<file path="src/sv/ahtks_pkg.sv">
// Shared types, constants and character map for the ASCII to HID keystroke sequencer.
`timescale 1ns / 1ps
`default_nettype none
package ahtks_pkg;

    localparam logic [1:0] OP_START  = 2'd0;
    localparam logic [1:0] OP_CHAR   = 2'd1;
    localparam logic [1:0] OP_FINISH = 2'd2;

    localparam logic [1:0] MOD_NONE   = 2'd0;
    localparam logic [1:0] MOD_LSHIFT = 2'd2;

    localparam logic [7:0] USAGE_NONE  = 8'h00;
    localparam logic [7:0] USAGE_CAPS  = 8'h39;
    localparam logic [7:0] USAGE_NUM   = 8'h53;
    localparam logic [7:0] USAGE_ENTER = 8'h28;
    localparam logic [7:0] USAGE_A     = 8'h04;
    localparam logic [7:0] USAGE_KP1   = 8'h59;
    localparam logic [7:0] USAGE_KP0   = 8'h62;
    localparam logic [7:0] USAGE_SPACE = 8'h2C;
    localparam logic [7:0] USAGE_SLASH = 8'h38;

    localparam int LED_NUM_BIT  = 0;
    localparam int LED_CAPS_BIT = 1;

    localparam int MAX_STROKES = 3;

    typedef struct packed {
        logic [1:0] operation;
        logic [7:0] character;
        logic [7:0] lock_leds;
    } t_in_item;

    typedef struct packed {
        logic [1:0] modifier;
        logic [7:0] key_code;
        logic       last;
    } t_out_item;

    typedef struct packed {
        logic [7:0] key;
        logic       shift;
    } t_stroke;

    typedef struct packed {
        logic [1:0]                    count;
        t_stroke [MAX_STROKES-1:0]     strokes;
    } t_job;

    function automatic t_stroke map_char(input logic [7:0] c);
        t_stroke s;
        s.key   = USAGE_NONE;
        s.shift = 1'b0;
        if (c >= "a" && c <= "z") begin
            s.key = USAGE_A + (c - 8'("a"));
        end else if (c >= "A" && c <= "Z") begin
            s.key   = USAGE_A + (c - 8'("A"));
            s.shift = 1'b1;
        end else if (c >= "1" && c <= "9") begin
            s.key = USAGE_KP1 + (c - 8'("1"));
        end else begin
            unique case (c)
                8'("0"):  s.key = USAGE_KP0;
                8'(" "):  s.key = USAGE_SPACE;
                8'("/"):  s.key = USAGE_SLASH;
                8'("?"):  begin s.key = USAGE_SLASH; s.shift = 1'b1; end
                8'("!"):  begin s.key = 8'h1E; s.shift = 1'b1; end
                8'("@"):  begin s.key = 8'h1F; s.shift = 1'b1; end
                8'("#"):  begin s.key = 8'h20; s.shift = 1'b1; end
                8'("$"):  begin s.key = 8'h21; s.shift = 1'b1; end
                8'("%"):  begin s.key = 8'h22; s.shift = 1'b1; end
                8'("^"):  begin s.key = 8'h23; s.shift = 1'b1; end
                8'("&"):  begin s.key = 8'h24; s.shift = 1'b1; end
                8'("*"):  begin s.key = 8'h25; s.shift = 1'b1; end
                8'("("):  begin s.key = 8'h26; s.shift = 1'b1; end
                8'(")"):  begin s.key = 8'h27; s.shift = 1'b1; end
                8'h2D:    s.key = 8'h2D;
                8'h3D:    s.key = 8'h2E;
                8'h5B:    s.key = 8'h2F;
                8'h5D:    s.key = 8'h30;
                8'h5C:    s.key = 8'h31;
                8'h3B:    s.key = 8'h33;
                8'h27:    s.key = 8'h34;
                8'h60:    s.key = 8'h35;
                8'h2C:    s.key = 8'h36;
                8'h2E:    s.key = 8'h37;
                8'h5F:    begin s.key = 8'h2D; s.shift = 1'b1; end
                8'h2B:    begin s.key = 8'h2E; s.shift = 1'b1; end
                8'h7B:    begin s.key = 8'h2F; s.shift = 1'b1; end
                8'h7D:    begin s.key = 8'h30; s.shift = 1'b1; end
                8'h7C:    begin s.key = 8'h31; s.shift = 1'b1; end
                8'h3A:    begin s.key = 8'h33; s.shift = 1'b1; end
                8'h22:    begin s.key = 8'h34; s.shift = 1'b1; end
                8'h7E:    begin s.key = 8'h35; s.shift = 1'b1; end
                8'h3C:    begin s.key = 8'h36; s.shift = 1'b1; end
                8'h3E:    begin s.key = 8'h37; s.shift = 1'b1; end
                default: begin
                    s.key   = USAGE_NONE;
                    s.shift = 1'b0;
                end
            endcase
        end
        return s;
    endfunction

endpackage
`default_nettype wire

</file>
<file path="src/sv/ahtks_front.sv">
// Front end: accepts items, tracks lock and run state, builds keystroke jobs.
`timescale 1ns / 1ps
`default_nettype none
module ahtks_front
    import ahtks_pkg::*;
(
    input  wire logic     i_clk,
    input  wire logic     i_rst_n,
    input  wire logic     i_accept,
    input  wire t_in_item i_item,
    output t_job          o_job,
    output logic          o_job_valid
);

    logic r_caps_was_on, n_caps_was_on;
    logic r_num_was_off, n_num_was_off;
    logic r_typed_any,   n_typed_any;

    t_stroke [MAX_STROKES-1:0] cand;
    logic    [MAX_STROKES-1:0] cand_valid;
    t_stroke                   mapped;
    t_job                      job;
    logic    [1:0]             cnt;

    assign mapped = map_char(i_item.character);

    always_comb begin
        n_caps_was_on = r_caps_was_on;
        n_num_was_off = r_num_was_off;
        n_typed_any   = r_typed_any;
        cand          = '0;
        cand_valid    = '0;
        unique case (i_item.operation)
            OP_START: begin
                n_caps_was_on  = i_item.lock_leds[LED_CAPS_BIT];
                n_num_was_off  = ~i_item.lock_leds[LED_NUM_BIT];
                n_typed_any    = 1'b0;
                cand[0]        = '{key: USAGE_CAPS, shift: 1'b0};
                cand_valid[0]  = i_item.lock_leds[LED_CAPS_BIT];
                cand[1]        = '{key: USAGE_NUM, shift: 1'b0};
                cand_valid[1]  = ~i_item.lock_leds[LED_NUM_BIT];
            end
            OP_CHAR: begin
                n_typed_any   = 1'b1;
                cand[0]       = mapped;
                cand_valid[0] = (mapped.key != USAGE_NONE);
            end
            OP_FINISH: begin
                n_caps_was_on = 1'b0;
                n_num_was_off = 1'b0;
                n_typed_any   = 1'b0;
                cand[0]       = '{key: USAGE_ENTER, shift: 1'b0};
                cand_valid[0] = r_typed_any;
                cand[1]       = '{key: USAGE_CAPS, shift: 1'b0};
                cand_valid[1] = r_caps_was_on;
                cand[2]       = '{key: USAGE_NUM, shift: 1'b0};
                cand_valid[2] = r_num_was_off;
            end
            default: begin
                cand_valid = '0;
            end
        endcase
    end

    // pack the present strokes to the bottom slots, keeping order
    always_comb begin
        job = '0;
        cnt = 2'd0;
        for (int k = 0; k < MAX_STROKES; k++) begin
            if (cand_valid[k]) begin
                job.strokes[cnt] = cand[k];
                cnt              = cnt + 2'd1;
            end
        end
        job.count = cnt;
    end

    assign o_job       = job;
    assign o_job_valid = i_accept && (cnt != 2'd0);

    always_ff @(posedge i_clk) begin
        if (!i_rst_n) begin
            r_caps_was_on <= 1'b0;
            r_num_was_off <= 1'b0;
            r_typed_any   <= 1'b0;
        end else if (i_accept) begin
            r_caps_was_on <= n_caps_was_on;
            r_num_was_off <= n_num_was_off;
            r_typed_any   <= n_typed_any;
        end
    end

endmodule
`default_nettype wire

</file>
<file path="src/sv/ahtks_job_queue.sv">
// Two-entry job queue between the front end and the report generator.
`timescale 1ns / 1ps
`default_nettype none
module ahtks_job_queue
    import ahtks_pkg::*;
(
    input  wire logic i_clk,
    input  wire logic i_rst_n,
    input  wire logic i_push,
    input  wire t_job i_job,
    output logic      o_full,
    input  wire logic i_pop,
    output t_job      o_job,
    output logic      o_empty
);

    t_job r_slot0, r_slot1;
    logic r_wr_ptr, r_rd_ptr;
    logic [1:0] r_count;

    assign o_full  = (r_count == 2'd2);
    assign o_empty = (r_count == 2'd0);
    assign o_job   = r_rd_ptr ? r_slot1 : r_slot0;

    always_ff @(posedge i_clk) begin
        if (i_push && !o_full) begin
            if (r_wr_ptr) begin
                r_slot1 <= i_job;
            end else begin
                r_slot0 <= i_job;
            end
        end
    end

    always_ff @(posedge i_clk) begin
        if (!i_rst_n) begin
            r_wr_ptr <= 1'b0;
            r_rd_ptr <= 1'b0;
            r_count  <= 2'd0;
        end else begin
            if (i_push && !o_full) begin
                r_wr_ptr <= ~r_wr_ptr;
            end
            if (i_pop && !o_empty) begin
                r_rd_ptr <= ~r_rd_ptr;
            end
            unique case ({i_push && !o_full, i_pop && !o_empty})
                2'b10:   r_count <= r_count + 2'd1;
                2'b01:   r_count <= r_count - 2'd1;
                default: r_count <= r_count;
            endcase
        end
    end

endmodule
`default_nettype wire

</file>
<file path="src/sv/ahtks_back.sv">
// Back end: walks each job's strokes and emits press and release reports.
`timescale 1ns / 1ps
`default_nettype none
module ahtks_back
    import ahtks_pkg::*;
(
    input  wire logic i_clk,
    input  wire logic i_rst_n,
    input  wire t_job i_job,
    input  wire logic i_job_empty,
    output logic      o_job_pop,
    output t_out_item o_result,
    output logic      o_empty,
    input  wire logic i_pop
);

    logic      r_out_valid;
    t_out_item r_out, n_out;
    logic [1:0] r_idx, n_idx;
    logic      r_release, n_release;
    t_stroke   cur;
    logic      advance, emit, last_stroke;

    always_comb begin
        unique case (r_idx)
            2'd0:    cur = i_job.strokes[0];
            2'd1:    cur = i_job.strokes[1];
            2'd2:    cur = i_job.strokes[2];
            default: cur = '0;
        endcase
    end

    assign advance     = !r_out_valid || i_pop;
    assign emit        = advance && !i_job_empty;
    assign last_stroke = (r_idx == (i_job.count - 2'd1));

    always_comb begin
        n_out      = r_out;
        n_idx      = r_idx;
        n_release  = r_release;
        o_job_pop  = 1'b0;
        if (emit) begin
            if (!r_release) begin
                n_out.modifier = cur.shift ? MOD_LSHIFT : MOD_NONE;
                n_out.key_code = cur.key;
                n_out.last     = 1'b0;
                n_release      = 1'b1;
            end else begin
                n_out.modifier = MOD_NONE;
                n_out.key_code = USAGE_NONE;
                n_out.last     = last_stroke;
                n_release      = 1'b0;
                if (last_stroke) begin
                    n_idx     = 2'd0;
                    o_job_pop = 1'b1;
                end else begin
                    n_idx = r_idx + 2'd1;
                end
            end
        end
    end

    always_ff @(posedge i_clk) begin
        r_out <= n_out;
    end

    always_ff @(posedge i_clk) begin
        if (!i_rst_n) begin
            r_out_valid <= 1'b0;
            r_idx       <= 2'd0;
            r_release   <= 1'b0;
        end else begin
            r_idx     <= n_idx;
            r_release <= n_release;
            if (emit) begin
                r_out_valid <= 1'b1;
            end else if (i_pop) begin
                r_out_valid <= 1'b0;
            end
        end
    end

    assign o_result = r_out;
    assign o_empty  = !r_out_valid;

endmodule
`default_nettype wire

</file>
<file path="src/sv/ascii_to_hid_keystroke_sequencer.sv">
// Top level of the ASCII to USB HID keyboard report sequencer (US layout).
// Items go in through a push/full port and reports come out through an
// empty/pop port. A start item yields up to two lock-toggle keystrokes, a
// character one keystroke or none, a finish item up to three; each
// keystroke is a press report then an all-zero release report, and the final
// report of an item carries last. The report generator produces one report
// per cycle while the result side pops and a job is queued; the front end
// keeps accepting while a two-job queue and the output register absorb
// stalls on the result side.
`timescale 1ns / 1ps
`default_nettype none
module ascii_to_hid_keystroke_sequencer
    import ahtks_pkg::*;
(
    input  wire logic      i_clk,
    input  wire logic      i_rst_n,
    input  wire logic      push,
    output logic           full,
    input  wire t_in_item  i_item,
    output logic           empty,
    input  wire logic      pop,
    output t_out_item      o_result
);

    t_job job_in, job_head;
    logic job_valid, q_full, q_empty, q_pop;
    logic accept;

    assign full   = q_full;
    assign accept = push && !q_full;

    ahtks_front u_front (
        .i_clk       (i_clk),
        .i_rst_n     (i_rst_n),
        .i_accept    (accept),
        .i_item      (i_item),
        .o_job       (job_in),
        .o_job_valid (job_valid)
    );

    ahtks_job_queue u_queue (
        .i_clk   (i_clk),
        .i_rst_n (i_rst_n),
        .i_push  (job_valid),
        .i_job   (job_in),
        .o_full  (q_full),
        .i_pop   (q_pop),
        .o_job   (job_head),
        .o_empty (q_empty)
    );

    ahtks_back u_back (
        .i_clk       (i_clk),
        .i_rst_n     (i_rst_n),
        .i_job       (job_head),
        .i_job_empty (q_empty),
        .o_job_pop   (q_pop),
        .o_result    (o_result),
        .o_empty     (empty),
        .i_pop       (pop)
    );

endmodule
`default_nettype wire

</file>
<file path="config.mk">
export PLATFORM = sky130hd
export DESIGN_NAME = ascii_to_hid_keystroke_sequencer
export DESIGN_NICKNAME = d
export VERILOG_FILES = /design/src/sv/ahtks_pkg.sv /design/src/sv/ahtks_front.sv /design/src/sv/ahtks_job_queue.sv /design/src/sv/ahtks_back.sv /design/src/sv/ascii_to_hid_keystroke_sequencer.sv
export SDC_FILE = /design/constraint.sdc
export NUM_CORES = 1
export LEC_CHECK = 0
export ABC_CLOCK_PERIOD_IN_PS = 8900
export BUFFER_PORTS_ARGS = -buffer_cell sky130_fd_sc_hd__buf_2
export CORE_MARGIN = 5
export CORE_UTILIZATION = 35
export CTS_BUF_LIST = sky130_fd_sc_hd__clkbuf_8
export DETAILED_ROUTE_END_ITERATION = 12
export GPL_ROUTABILITY_DRIVEN = 0
export MAX_ROUTING_LAYER = met4
export PLACE_DENSITY_LB_ADDON = 0.08
export SLEW_MARGIN = 40
export SYNTH_ARGS = -nofsm -noshare
export SYNTH_HDL_FRONTEND = slang
export SYNTH_SLANG_ARGS = --single-unit
</file>
<file path="constraint.sdc">
create_clock -name i_clk -period 8.9 [get_ports i_clk]
set_clock_uncertainty 0.05 [all_clocks]
set_input_delay 0.445 -clock i_clk [delete_from_list [all_inputs] [get_ports i_clk]]
set_output_delay 0.445 -clock i_clk [all_outputs]
set_load 0.01 [all_outputs]
</file>
==> results list <==
* Antenna Violating Nets Remaining: 0
* Latest clock arrival within the worst-skew pair: 300 ps
* Horizontal die dimension: between 100 and 150 µm
- Final instance area: about 0.0040 mm²
* CP Data Arrival Time: roughly 4800 ps
- Final min period: 4618 ps
* Max-slew headroom: 0.4948
- Averaged over all synthesized cells, the footprint is around 9.3 µm².
- The worst setup path is of the primary input to register kind.
- Net total in the final layout: about 440
- For this run, the detailed router's first-pass iteration total came to 4.
* Placed instance area: ~0.0039 mm²
- Of the total synthesized cell area, the portion taken by full adders, half adders and majority gates is 0.04783.
- Clock-pin slew was measured on the worst setup and hold paths at 90 ps.
- Setup violation total in the final timing report: 0
- After clock tree synthesis, the repair step resized 0 gates.
- Post-Route Setup TNS: 0 ps
- RSZ-0062 raised after global routing: false
- Port Buffer Count: 27
- Data on the critical path is required at its endpoint by 9080 ps.
- Of the available clock period, the critical path in the final layout requires 0.5188.
* Synth area leader: sky130_fd_sc_hd__edfxtp_1
- After synthesis, the share of flip-flops with an asynchronous set or reset is 0.
- Post-DP HPWL: around 6500 µm
- Actual transition at the worst max-transition pin: 738.7 ps
* Max-slew violations: 0
- Global routing finished with a remaining overflow of 0.
- 0 antenna diodes ended up in the layout.
- Number of rows in the core area: 37
- Clock sinks: 51
* Multi-input gate area in the final layout: about 0.0021 mm²
- The region available for standard cell placement spans 0.01028 mm².
* Initial cell density of the core: 0.3563
- Based on the critical path, the design can be clocked at up to 216.6 MHz.
- TritonCTS Buffers: 5
* Htree depth: 2
- Maximum number of pins on one net before global-route repair: 36
- Post-cts hold buffer count: 0
- Result of the run: completed
* Fraction of synthesized area in multiplexers: 0.05535
- Of the total synthesized cell area, the portion taken by AND, OR, NAND and NOR gates is 0.2265.
- After the first detailed-routing iteration, the DRC count stood at 178.
- In the routed design, unresolved DRC markers number 0.
- Launching instance or port of the critical path: i_item[9]
- Synthesis produced 393 cells.
- The worst register-to-register path begins at u_queue.r_rd_ptr.
* Crit-path max FO: 15
- Total number of vias: ~3000
* Endpoints failing hold: 0
- Post-CTS Setup Inserts: 0
* Cell types with the largest area share after synthesis: sky130_fd_sc_hd__edfxtp_1 33%, sky130_fd_sc_hd__dfxtp_1 6.0%, sky130_fd_sc_hd__ha_1 4.8%
- Setup slack, reg-to-reg: 6190 ps
- Dominant combinational cell family by area after synthesis: simple AND/OR/NAND/NOR gates
- Dividing the detail-routed via count by the number of cells gives 5.423.
- Yosys mapped a number of flops with a built-in enable equal to 40.
- After detailed routing, the average wire length per cell comes to roughly 16 µm.
* Area of the mapped netlist: 0.003662 mm²
* Clock buffer depth: 2
- Across the VDD grid, the largest voltage drop is 0.07160 mV.
* Xor/xnor cell area share of the yosys netlist: 0.01913
* Type of origin of the critical path: primary input
- The cell sitting at the root of the clock tree is a sky130_fd_sc_hd__clkbuf_8.
* Hold Startpoint: i_rst_n
* First-pass GRT wire length: 15010 µm
* Die Area: 0.01261 mm²
- The worst setup path is captured at a register.
* Distinct cell type count after synthesis: 79
- Measured along the y axis, the die boundary spans roughly 110 µm.
* Top cell type's share of synthesized area: 0.3280
- Signed area change from the synthesized netlist to the final layout: 8.200%
- Dividing total power by cell area gives a power density of 141.1 mW/mm².
- Max capacitance violation total: 0
- Count of pins on the block boundary: 35
- In the final layout, the share of cells above drive strength 1 is 0.1740.
- During synthesis, Yosys emitted a total of 0 warnings.
* Gr usage total: 0.1489
- The most used flip-flop cell after synthesis is sky130_fd_sc_hd__edfxtp_1.
* Leakage dissipation: about 0.0014 µW
- The final layout contains routed wiring with a total length of between 8000 and 9000 µm.
- Clock tree from TritonCTS: built
- The initial antenna violation count is 0.
* Compound-cell area share of the yosys netlist: 0.2105
- The filler cells instantiated in the layout total between 1000 and 1500.
- The number of global-route vias before repair was slightly below 3000.
- Registers take 0.001423 mm².
- Register area share after synthesis: 0.3881
- Register bit count reported by yosys: just over 50
* Type of the most critical hold path: primary input to register
-- cell type report --
| cell class | instances | share of cell area |
|---|---|---|
| Inverter | 17 | 0.01610 |
| Clock inverter | 2 | 0.002842 |
| Clock buffer | 6 | 0.02084 |
| Timing Repair Buffer | 29 | 0.03789 |
| Sequential cell | 51 | 0.3590 |
| Tap cell | 136 | 0.04294 |
| Multi-Input combinational cell | 303 | 0.5204 |
-- final timing paths --
check | end | cells past startpoint
max | u_queue.r_count[1] | 17
min | u_back.r_out_valid | 2
max reg2reg | u_queue.r_count[1] | 7
min reg2reg | u_back.r_idx[1] | 2
-- critical path: stages --
cell                       delay, ps
sky130_fd_sc_hd__buf_2           160
sky130_fd_sc_hd__inv_1           100
sky130_fd_sc_hd__ha_1            380
sky130_fd_sc_hd__or2_2           370
sky130_fd_sc_hd__a221o_1         300
sky130_fd_sc_hd__a31oi_1         310
sky130_fd_sc_hd__nand3_1         120
sky130_fd_sc_hd__a32oi_1         250
sky130_fd_sc_hd__nand2_1         100
sky130_fd_sc_hd__nor4_2          390
sky130_fd_sc_hd__o21ai_0         220
sky130_fd_sc_hd__ha_1            390
sky130_fd_sc_hd__xor2_1          190
sky130_fd_sc_hd__a21o_1          200
sky130_fd_sc_hd__ha_1            340
sky130_fd_sc_hd__or3_1           370
sky130_fd_sc_hd__a21boi_0        170
-- routing by layer --
metal	GRT usage	wire length, µm	vias to the layer above
li1	-	-	1472
met1	0.2077	4588	1418
met2	0.2280	4121	56
met3	0.01833	196	4
met4	0.04247	68	0
met5	-	0	-
-- state kept, by name, indices dropped and copies added (netlist names) --
signal and flops:
u_back.o_result 10, u_back.r_idx 2, u_back.r_out_valid 1, u_back.r_release 1, u_front.r_caps_was_on 1, u_front.r_num_was_off 1
u_front.r_typed_any 1, u_queue.r_count 2, u_queue.r_rd_ptr 1, u_queue.r_slot0 15, u_queue.r_slot1 15, u_queue.r_wr_ptr 1
-- cell usage after synthesis (all sizes together), types with 4 or more instances --
library cell and number:
xnor2 4, a21boi 4, nand2 28, and3 4, a31oi 9, clkbuf 9
or2 4, nor2 38, nand3 8, mux2i 9, nor3 11, nor2b 8
or3 4, nand3b 5, o21ai 26, dfxtp 11, and2 7, mux2 10
nand2b 9, buf 15, a21oi 32, ha 14, o211ai 5, edfxtp 40
xor2 4, inv 17
-- metrics by stage --
step	cells	setup slack, ps	total power, µW	utilization	hold slack, ps
2_1_floorplan	395	4746	389.1	-	424.0
3_3_place_gp	536	4027	424.3	0.3761	449.9
3_5_place_dp	536	3981	425.2	0.3763	452.1
4_1_cts	544	4312	567.2	0.3854	415.9
5_1_grt	544	4005	592.1	0.3856	435.1
6_report	544	4282	559.2	0.3856	426.4
-- kinds of logic after synthesis --
| group | Yosys count |
|---|---|
| other | 1 |
| AOI/OAI and AO/OA | 111 |
| muxes | 19 |
| xor gates and xnor gates | 8 |
| buffers and inverters | 41 |
| adders and majority gates | 14 |
| DFF | 51 |
| and+or+nand+nor | 148 |
-- layout by cell type (no fill, tap or decap), types with 3 or more instances in the layout --
| cell type | n |
|---|---|
| sky130_fd_sc_hd__a21boi_0 | 4 |
| sky130_fd_sc_hd__a21oi_1 | 32 |
| sky130_fd_sc_hd__a31oi_1 | 9 |
| sky130_fd_sc_hd__and2_1 | 7 |
| sky130_fd_sc_hd__and3_1 | 4 |
| sky130_fd_sc_hd__buf_2 | 27 |
| sky130_fd_sc_hd__clkbuf_8 | 6 |
| sky130_fd_sc_hd__conb_1 | 3 |
| sky130_fd_sc_hd__dfxtp_1 | 10 |
| sky130_fd_sc_hd__edfxtp_1 | 40 |
| sky130_fd_sc_hd__ha_1 | 14 |
| sky130_fd_sc_hd__inv_1 | 17 |
| sky130_fd_sc_hd__mux2_2 | 10 |
| sky130_fd_sc_hd__mux2i_1 | 9 |
| sky130_fd_sc_hd__nand2_1 | 28 |
| sky130_fd_sc_hd__nand2b_1 | 9 |
| sky130_fd_sc_hd__nand3_1 | 8 |
| sky130_fd_sc_hd__nand3b_1 | 5 |
| sky130_fd_sc_hd__nand4_1 | 3 |
| sky130_fd_sc_hd__nor2_1 | 35 |
| sky130_fd_sc_hd__nor2b_1 | 8 |
| sky130_fd_sc_hd__nor3_1 | 11 |
| sky130_fd_sc_hd__o211ai_1 | 5 |
| sky130_fd_sc_hd__o21ai_0 | 23 |
| sky130_fd_sc_hd__o31ai_1 | 3 |
| sky130_fd_sc_hd__or3_1 | 3 |
| sky130_fd_sc_hd__xnor2_1 | 4 |
| sky130_fd_sc_hd__xor2_1 | 4 |
-- where the power goes --
| part | switching, µW | internal [µW] | leakage [µW] |
|---|---|---|---|
| sequential | 8.51 | 281 | 0.000473 |
| clock | 77.3 | 62.3 | 0.0000449 |
| combinational | 81.8 | 48.7 | 0.000931 |
| total | 168 | 392 | 0.00145 |
No activity file was read; power rests on OpenSTA's default activity.
